`config.mk`:
```
export PLATFORM = sky130hd
export DESIGN_NAME = base64_stream_encoder
export DESIGN_NICKNAME = d
export VERILOG_FILES = /design/src/design/b64enc_pkg.sv /design/src/design/b64enc_front.sv /design/src/design/b64enc_queue.sv /design/src/design/b64enc_back.sv /design/src/design/base64_stream_encoder.sv
export SDC_FILE = /design/constraint.sdc
export NUM_CORES = 1
export LEC_CHECK = 0
export ABC_AREA = 1
export BUFFER_PORTS_ARGS = -buffer_cell sky130_fd_sc_hd__buf_2
export CAP_MARGIN = 20
export CELL_PAD_IN_SITES_DETAIL_PLACEMENT = 2
export CELL_PAD_IN_SITES_GLOBAL_PLACEMENT = 2
export CORE_MARGIN = 2
export CORE_UTILIZATION = 40
export CTS_BUF_LIST = sky130_fd_sc_hd__clkbuf_16
export DETAILED_ROUTE_END_ITERATION = 10
export HOLD_SLACK_MARGIN = 0.08
export PLACE_DENSITY_LB_ADDON = 0.1
export SLEW_MARGIN = 5
export SYNTH_ARGS = -nofsm -noshare
export SYNTH_HDL_FRONTEND = slang
export SYNTH_SLANG_ARGS = --single-unit
```
`constraint.sdc`:
```
create_clock -name i_clk -period 3.81 [get_ports i_clk]
set_clock_uncertainty 0.15 [all_clocks]
set_input_delay 0.1905 -clock i_clk [delete_from_list [all_inputs] [get_ports i_clk]]
set_output_delay 0.1905 -clock i_clk [all_outputs]
set_load 0.05 [all_outputs]
```
`src/design/b64enc_pkg.sv`:
```
// Package for the base64 stream encoder: the group entry type and the
// alphabet lookup. It depends on nothing; all encoder modules use it.
`default_nettype none

package b64enc_pkg;

    // ASCII code of the padding character.
    localparam logic [6:0] PAD_CHAR = 7'd61;

    // Number of characters in one encoded group.
    localparam int GroupChars = 4;

    // One group, ready to be turned into four characters.
    typedef struct packed {
        logic [23:0] bits;    // Three bytes, the oldest in bits 23..16.
        logic [1:0]  pad;     // Trailing '=' characters: 0, 1 or 2.
        logic        last;    // The fourth character ends the stream.
    } t_group;

    // Fill state of the group queue, as seen by its two sides.
    typedef struct packed {
        logic empty;
        logic full;
    } t_q_stat;

    // Maps a six-bit value to its character of the standard alphabet.
    function automatic logic [6:0] sextet_char(input logic [5:0] s);
        logic [6:0] c;
        case (s) inside
            [6'd0 : 6'd25]:  c = 7'd65 + {1'b0, s};
            [6'd26 : 6'd51]: c = 7'd71 + {1'b0, s};
            [6'd52 : 6'd61]: c = {1'b0, s} - 7'd4;
            6'd62:           c = 7'd43;
            default:         c = 7'd47;
        endcase
        return c;
    endfunction

endpackage

`default_nettype wire

```
`src/design/b64enc_front.sv`:
```
// Front end of the encoder: accepts bytes, holds up to two pending bytes
// and pushes a complete or flushed group into the queue. Uses b64enc_pkg.
`default_nettype none

module b64enc_front (
    input  wire                   i_clk,
    input  wire                   i_rst_n,
    input  wire                   i_valid,
    output logic                  o_ready,
    input  wire  [7:0]            i_data_byte,
    input  wire                   i_final_byte,
    input  b64enc_pkg::t_q_stat   i_q_stat,
    output logic                  o_push,
    output b64enc_pkg::t_group    o_entry
);

    logic [1:0]  r_count;
    logic [1:0]  n_count;
    logic [15:0] r_pending;
    logic [15:0] n_pending;
    logic        accept;
    logic        full_group;

    // A byte is taken whenever the queue has room for a possible group.
    assign o_ready    = !i_q_stat.full;
    assign accept     = i_valid && o_ready;
    // A count above two is treated as two.
    assign full_group = r_count[1];

    // Build the group entry and the next pending state.
    always_comb begin
        n_count       = r_count;
        n_pending     = r_pending;
        o_push        = 1'b0;
        o_entry.bits  = {r_pending, i_data_byte};
        o_entry.pad   = 2'd0;
        o_entry.last  = i_final_byte;
        if (full_group) begin
            o_entry.bits = {r_pending, i_data_byte};
            o_entry.pad  = 2'd0;
        end else if (r_count == 2'd1) begin
            o_entry.bits = {r_pending[7:0], i_data_byte, 8'h00};
            o_entry.pad  = 2'd1;
        end else begin
            o_entry.bits = {i_data_byte, 16'h0000};
            o_entry.pad  = 2'd2;
        end
        if (accept) begin
            if (full_group || i_final_byte) begin
                o_push    = 1'b1;
                n_count   = 2'd0;
                n_pending = 16'h0000;
            end else begin
                n_count   = r_count + 2'd1;
                n_pending = {r_pending[7:0], i_data_byte};
            end
        end
    end

    // Pending byte state.
    always_ff @(posedge i_clk) begin
        if (!i_rst_n) begin
            r_count   <= 2'd0;
            r_pending <= 16'h0000;
        end else begin
            r_count   <= n_count;
            r_pending <= n_pending;
        end
    end

endmodule

`default_nettype wire

```
`src/design/b64enc_queue.sv`:
```
// Short queue of group entries between the front and back ends of the
// encoder. Uses the entry and status types of b64enc_pkg.
`default_nettype none

module b64enc_queue #(
    parameter int DEPTH = 2
) (
    input  wire                   i_clk,
    input  wire                   i_rst_n,
    input  wire                   i_push,
    input  b64enc_pkg::t_group    i_entry,
    input  wire                   i_pop,
    output b64enc_pkg::t_group    o_entry,
    output b64enc_pkg::t_q_stat   o_stat
);

    localparam int PtrW = (DEPTH > 1) ? $clog2(DEPTH) : 1;
    localparam int CntW = $clog2(DEPTH + 1);
    localparam logic [PtrW-1:0] LastPtr = PtrW'(DEPTH - 1);

    b64enc_pkg::t_group r_mem [DEPTH];
    logic [PtrW-1:0]    r_wr_ptr;
    logic [PtrW-1:0]    r_rd_ptr;
    logic [CntW-1:0]    r_count;
    logic               do_push;
    logic               do_pop;

    assign o_stat.empty = (r_count == '0);
    assign o_stat.full  = (r_count == CntW'(DEPTH));
    assign do_push      = i_push && !o_stat.full;
    assign do_pop       = i_pop && !o_stat.empty;
    assign o_entry      = r_mem[r_rd_ptr];

    // Entry storage.
    always_ff @(posedge i_clk) begin
        if (do_push) begin
            r_mem[r_wr_ptr] <= i_entry;
        end
    end

    // Pointers and fill count.
    always_ff @(posedge i_clk) begin
        if (!i_rst_n) begin
            r_wr_ptr <= '0;
            r_rd_ptr <= '0;
            r_count  <= '0;
        end else begin
            if (do_push) begin
                r_wr_ptr <= (r_wr_ptr == LastPtr) ? '0 : r_wr_ptr + 1'b1;
            end
            if (do_pop) begin
                r_rd_ptr <= (r_rd_ptr == LastPtr) ? '0 : r_rd_ptr + 1'b1;
            end
            if (do_push && !do_pop) begin
                r_count <= r_count + 1'b1;
            end else if (do_pop && !do_push) begin
                r_count <= r_count - 1'b1;
            end
        end
    end

endmodule

`default_nettype wire

```
`src/design/b64enc_back.sv`:
```
// Back end of the encoder: takes group entries from the queue and sends
// their four characters, one per cycle while the output is read, through an output register.
// Uses the types and the alphabet function of b64enc_pkg.
`default_nettype none

module b64enc_back (
    input  wire                   i_clk,
    input  wire                   i_rst_n,
    input  b64enc_pkg::t_q_stat   i_q_stat,
    input  b64enc_pkg::t_group    i_entry,
    output logic                  o_pop,
    output logic                  o_valid,
    input  wire                   i_ready,
    output logic [6:0]            o_code_char,
    output logic                  o_last_char
);

    localparam logic [1:0] LastIdx = 2'(b64enc_pkg::GroupChars - 1);

    b64enc_pkg::t_group r_grp;
    logic               r_busy;
    logic [1:0]         r_idx;
    logic               r_out_valid;
    logic [6:0]         r_char;
    logic               r_last;
    logic               out_free;
    logic               advance;
    logic [5:0]         sextet;
    logic               is_pad;
    logic [6:0]         next_char;

    assign o_valid     = r_out_valid;
    assign o_code_char = r_char;
    assign o_last_char = r_last;

    // The output register can take a character when empty or being read.
    assign out_free = !r_out_valid || i_ready;
    assign advance  = r_busy && out_free;
    assign o_pop    = !i_q_stat.empty && (!r_busy || (advance && r_idx == LastIdx));

    // Select the sextet of the current character, most significant first.
    always_comb begin
        case (r_idx)
            2'd0:    sextet = r_grp.bits[23:18];
            2'd1:    sextet = r_grp.bits[17:12];
            2'd2:    sextet = r_grp.bits[11:6];
            default: sextet = r_grp.bits[5:0];
        endcase
        is_pad    = ({1'b0, r_idx} + {1'b0, r_grp.pad}) > {1'b0, LastIdx};
        next_char = is_pad ? b64enc_pkg::PAD_CHAR : b64enc_pkg::sextet_char(sextet);
    end

    // Group sequencing and output register.
    always_ff @(posedge i_clk) begin
        if (!i_rst_n) begin
            r_busy      <= 1'b0;
            r_idx       <= 2'd0;
            r_out_valid <= 1'b0;
        end else begin
            if (advance) begin
                r_out_valid <= 1'b1;
                r_idx       <= r_idx + 2'd1;
                if (r_idx == LastIdx) begin
                    r_busy <= 1'b0;
                end
            end else if (i_ready) begin
                r_out_valid <= 1'b0;
            end
            if (o_pop) begin
                r_busy <= 1'b1;
                r_idx  <= 2'd0;
            end
        end
    end

    // Payload registers need no reset.
    always_ff @(posedge i_clk) begin
        if (advance) begin
            r_char <= next_char;
            r_last <= r_grp.last && (r_idx == LastIdx);
        end
        if (o_pop) begin
            r_grp <= i_entry;
        end
    end

endmodule

`default_nettype wire

```
`src/design/base64_stream_encoder.sv`:
```
// Base64 stream encoder, standard alphabet with '=' padding.
// A completing byte pushes its group into the queue, whence it moves to
// the back end's group register and its first character to the output
// register. Throughput: one character per cycle while the output is read,
// set by the single output register. Reset is synchronous and active low;
// it empties the pending bytes, the group queue and the output register.
`default_nettype none

module base64_stream_encoder #(
    parameter int QUEUE_DEPTH = 2
) (
    input  wire         i_clk,
    input  wire         i_rst_n,
    input  wire         i_valid,
    output logic        o_ready,
    input  wire  [7:0]  i_data_byte,
    input  wire         i_final_byte,
    output logic        o_valid,
    input  wire         i_ready,
    output logic [6:0]  o_code_char,
    output logic        o_last_char
);

    b64enc_pkg::t_q_stat q_stat;
    b64enc_pkg::t_group  push_entry;
    b64enc_pkg::t_group  head_entry;
    logic                push;
    logic                pop;

    // Byte intake and grouping.
    b64enc_front u_front (
        .i_clk        (i_clk),
        .i_rst_n      (i_rst_n),
        .i_valid      (i_valid),
        .o_ready      (o_ready),
        .i_data_byte  (i_data_byte),
        .i_final_byte (i_final_byte),
        .i_q_stat     (q_stat),
        .o_push       (push),
        .o_entry      (push_entry)
    );

    // Queue of pending groups.
    b64enc_queue #(
        .DEPTH (QUEUE_DEPTH)
    ) u_queue (
        .i_clk   (i_clk),
        .i_rst_n (i_rst_n),
        .i_push  (push),
        .i_entry (push_entry),
        .i_pop   (pop),
        .o_entry (head_entry),
        .o_stat  (q_stat)
    );

    // Character generation.
    b64enc_back u_back (
        .i_clk       (i_clk),
        .i_rst_n     (i_rst_n),
        .i_q_stat    (q_stat),
        .i_entry     (head_entry),
        .o_pop       (pop),
        .o_valid     (o_valid),
        .i_ready     (i_ready),
        .o_code_char (o_code_char),
        .o_last_char (o_last_char)
    );

endmodule

`default_nettype wire
```
==> reports/results.txt <==
The hold violation total from the final report was 0. The run gives 17 as the number of buffers created by CTS. Most common cell type on the critical path: sky130_fd_sc_hd__nor2_2.

For the clock insertion delay at the later pin of the skew report, the log shows 0.42 ns. The tools report the area after detailed placement as 0.00554 mm^2. Relative to the synthesized area, the layout overhead comes to 19.2%. The run gives 9830 um as the final HPWL from detailed placement. The layout has 1,351 filler cells.

The run gives 0 ns as the total negative slack for setup checks. In this run the static leakage power is 2.55 nW. The H-tree was split into 4 levels.

Counting along the longest clock path gives a buffer depth of 2. For the residual overflow from global routing, the log shows 0. The finished layout cell area came out at 0.00624 mm^2.

The detail-routed via count per cell was 5.14; the actual transition at the worst max-transition pin was 0.948 ns. Pin placement for this block handled 23 I/O pins. The biggest fanout along the worst timing path is 11. The run finished with clean final reports. The peak per-stage delay on the critical path was 0.37 ns; the number of synthesis warnings was 0. Number of rows created at floorplan: 41.

The number of buffer cells added on primary ports was 22; the initial cell density of the core was 41.2%. Buffers added to address setup during post-CTS repair amount to 0. TritonCTS built the clock tree.

In this run the mean area of a mapped cell was 9.98 um^2. The synthesized design contains 115 register bits. The tools report the worst IR drop on VDD as 342 uV.

The leading cell type in the layout, fill and taps excluded was sky130_fd_sc_hd__nand2_1. The routed wire length was 14,900 um; the count of routing violations after the opening detailed-route iteration was 205. After synthesis, the netlist uses 27 different library cells.

Clock-pin slew was measured on the worst setup and hold paths at 0.06 ns. The detailed-router iteration count before antenna repair was 4. The aggregate global-route resource usage was 23.2%. In the final design database the tool counted 594 nets. The category of cells accounting for the largest share of critical-path delay was simple AND/OR/NAND/NOR gates. In this run the worst hold path is classified as input pin to register. The full die area was 0.0140 mm^2; the horizontal die dimension was 118 um. For the headroom to the max-slew limit, the log shows 36.8%.

The worst setup path is launched from a register. Maximum clock rate: 339 MHz. For the max-slew violation count, the log shows 0. The number of inserted diodes came out at 0. The die height is 118 um, and the data arrival time of the worst path is 2.96 ns. The run gives 0 as the initial antenna violation count.

First-pass GRT wire length: 24,400 um. STA puts the critical path data required time at 3.82 ns. The library cell contributing the largest single delay on the critical path was sky130_fd_sc_hd__dfxtp_1. For this run, design rule violations remaining after detail routing come to 0. CTS placed an instance of sky130_fd_sc_hd__clkbuf_16 at the clock tree root. Power spread over the standard cell area amounts to 915 mW/mm^2.

The average routed wire per standard cell was 19.8 um. After layout, the minimum clock period comes to 2.95 ns. The synthesized netlist occupies a cell area of 0.00524 mm^2. For the cell count after synthesis, the log shows 525. The tools report the via count of the first global-routing pass as 4,418.

Detailed routing inserted a total of 3,861 vias. Setup repair after global routing left no endpoint under its margin. Counting every sink on the clock net gives 115. STA classifies the critical path endpoint as a register. In this run the register-to-register setup slack is 0.86 ns. Walking the worst path, the cells encountered are ha_1 -> inv_2 -> nor2_1 -> nor2_2 -> inv_1 -> ha_1 -> nor2_1 -> nor2_2 -> nor2_2 -> nor2_2 -> a21oi_1 -> nand2_1. The weighted congestion at the end of routability-driven global placement is 0.813. The type of the worst setup path is register to register. Leaving out fill and tap cells, the most frequent cells in the layout are sky130_fd_sc_hd__nand2_1 (175), sky130_fd_sc_hd__edfxtp_1 (89), sky130_fd_sc_hd__inv_1 (48). The post-route fraction of the period consumed by the critical path came out at 77.5%. The number of buffers and inverters on the critical path is 2.

The floorplan core area was 0.0127 mm^2; the pin count of the biggest net entering global routing was 31. Of the cells placed in the final design, the portion with a size suffix greater than 1 is 15.7%. Setup violations remaining at the end of the flow were counted as 0.

Residual antenna-violating net count after detailed routing: 0. Sequential cells were found to cover 61.0% of the synthesized design area. Counting every net in the synthesized netlist gives 553. Across the run, the number of max-cap violations was 0.
==> synth_stat cells, drive strengths merged <==
library cell	count	area (um^2)
o211ai	1	7.51
nand2	186	741
buf	4	35.0
dfxtp	26	521
clkinv	1	3.75
inv	48	180
clkbuf	14	52.6
nand4	3	18.8
a21oi	32	164
a211oi	10	75.1
ha	15	188
edfxtp	89	2670
o21ai	33	199
xor2	1	8.76
nand3	26	130
nor2	32	178
o21bai	3	56.3
o31ai	1	7.51
==> worst min-delay path, stage by stage <==
cell                      delay [ns]
sky130_fd_sc_hd__buf_2          0.08
sky130_fd_sc_hd__nand2_1        0.05
sky130_fd_sc_hd__buf_4          0.23
sky130_fd_sc_hd__nand2_1        0.09
sky130_fd_sc_hd__a21oi_1        0.05
==> path summary, 6_finish.rpt <==
kind | cells past startpoint | to | start
hold / removal | 5 | u_front.r_pending[13] | i_valid
setup reg to reg | 12 | u_back.o_code_char[3] | u_back.r_idx[1]
hold reg to reg | 2 | u_front.r_pending[13] | u_front.r_pending[13]
setup / recovery | 12 | u_back.o_code_char[3] | u_back.r_idx[1]
==> kinds of logic (layout without fill, tap and decap cells) <==
family	count (synthesis)	after routing	share of synthesized area (%)
and+or+nand+nor	247	247	20.4
DFF	115	115	61.0
AOI/OAI and AO/OA	80	80	9.72
buffers and inverters	67	121	5.18
adders and majority gates	15	15	3.58
xor gates and xnor gates	1	1	0.167
==> layer usage <==
metal	track usage (%)	wire length, um
met5	0	0
met3	5.31	260
met4	10.0	385
met1	27.3	6340
met2	40.6	7890
==> final cells by class <==
cell class | count | area [um^2] | area share [%]
Sequential cell | 115 | 3190 | 51.1
Multi-Input combinational cell | 343 | 1780 | 28.5
Clock buffer | 17 | 425 | 6.81
Timing Repair Buffer | 40 | 273 | 4.37
Tap cell | 172 | 215 | 3.45
Inverter | 49 | 184 | 2.95
Clock inverter | 15 | 171 | 2.75
==> flip-flops by register name (all words and copies together) (netlist names), 2 cells and up <==
| register | flops |
|---|---|
| u_back.r_grp | 27 |
| u_queue.r_mem | 54 |
| u_front.r_pending | 16 |
| u_back.r_idx | 2 |
| u_back.o_code_char | 7 |
| u_queue.r_count | 2 |
| u_front.r_count | 2 |
==> what timing repair did <==
item / CTS / global route
hold endpoints to repair: 42 / 0
hold buffers: 11 / 0
endpoints found under the setup margin: 0 / 0
gates resized for setup: 0 / 0
==> power breakdown <==
group          total, mW  leakage (nW)  switching, mW  internal (mW)
combinational       2.10          1.21           1.54          0.565
sequential          1.99          1.05          0.144           1.84
clock               1.62         0.297          0.545           1.07
total               5.71          2.55           2.23           3.48
==> through the flow <==
step	setup WS [ns]	hold WS (ns)	utilization, %	total power, mW	cells
floorplan	0.392	0.139	-	3.43	525
global placement	1.14	0.271	43.5	3.93	708
detailed placement	0.872	0.278	43.5	4.09	708
CTS	0.835	0.168	49.1	5.78	751
global route	0.563	0.224	49.1	6.07	751
finish	0.857	0.175	49.1	5.71	751
Note: power is estimated with default switching activity, not from simulation.
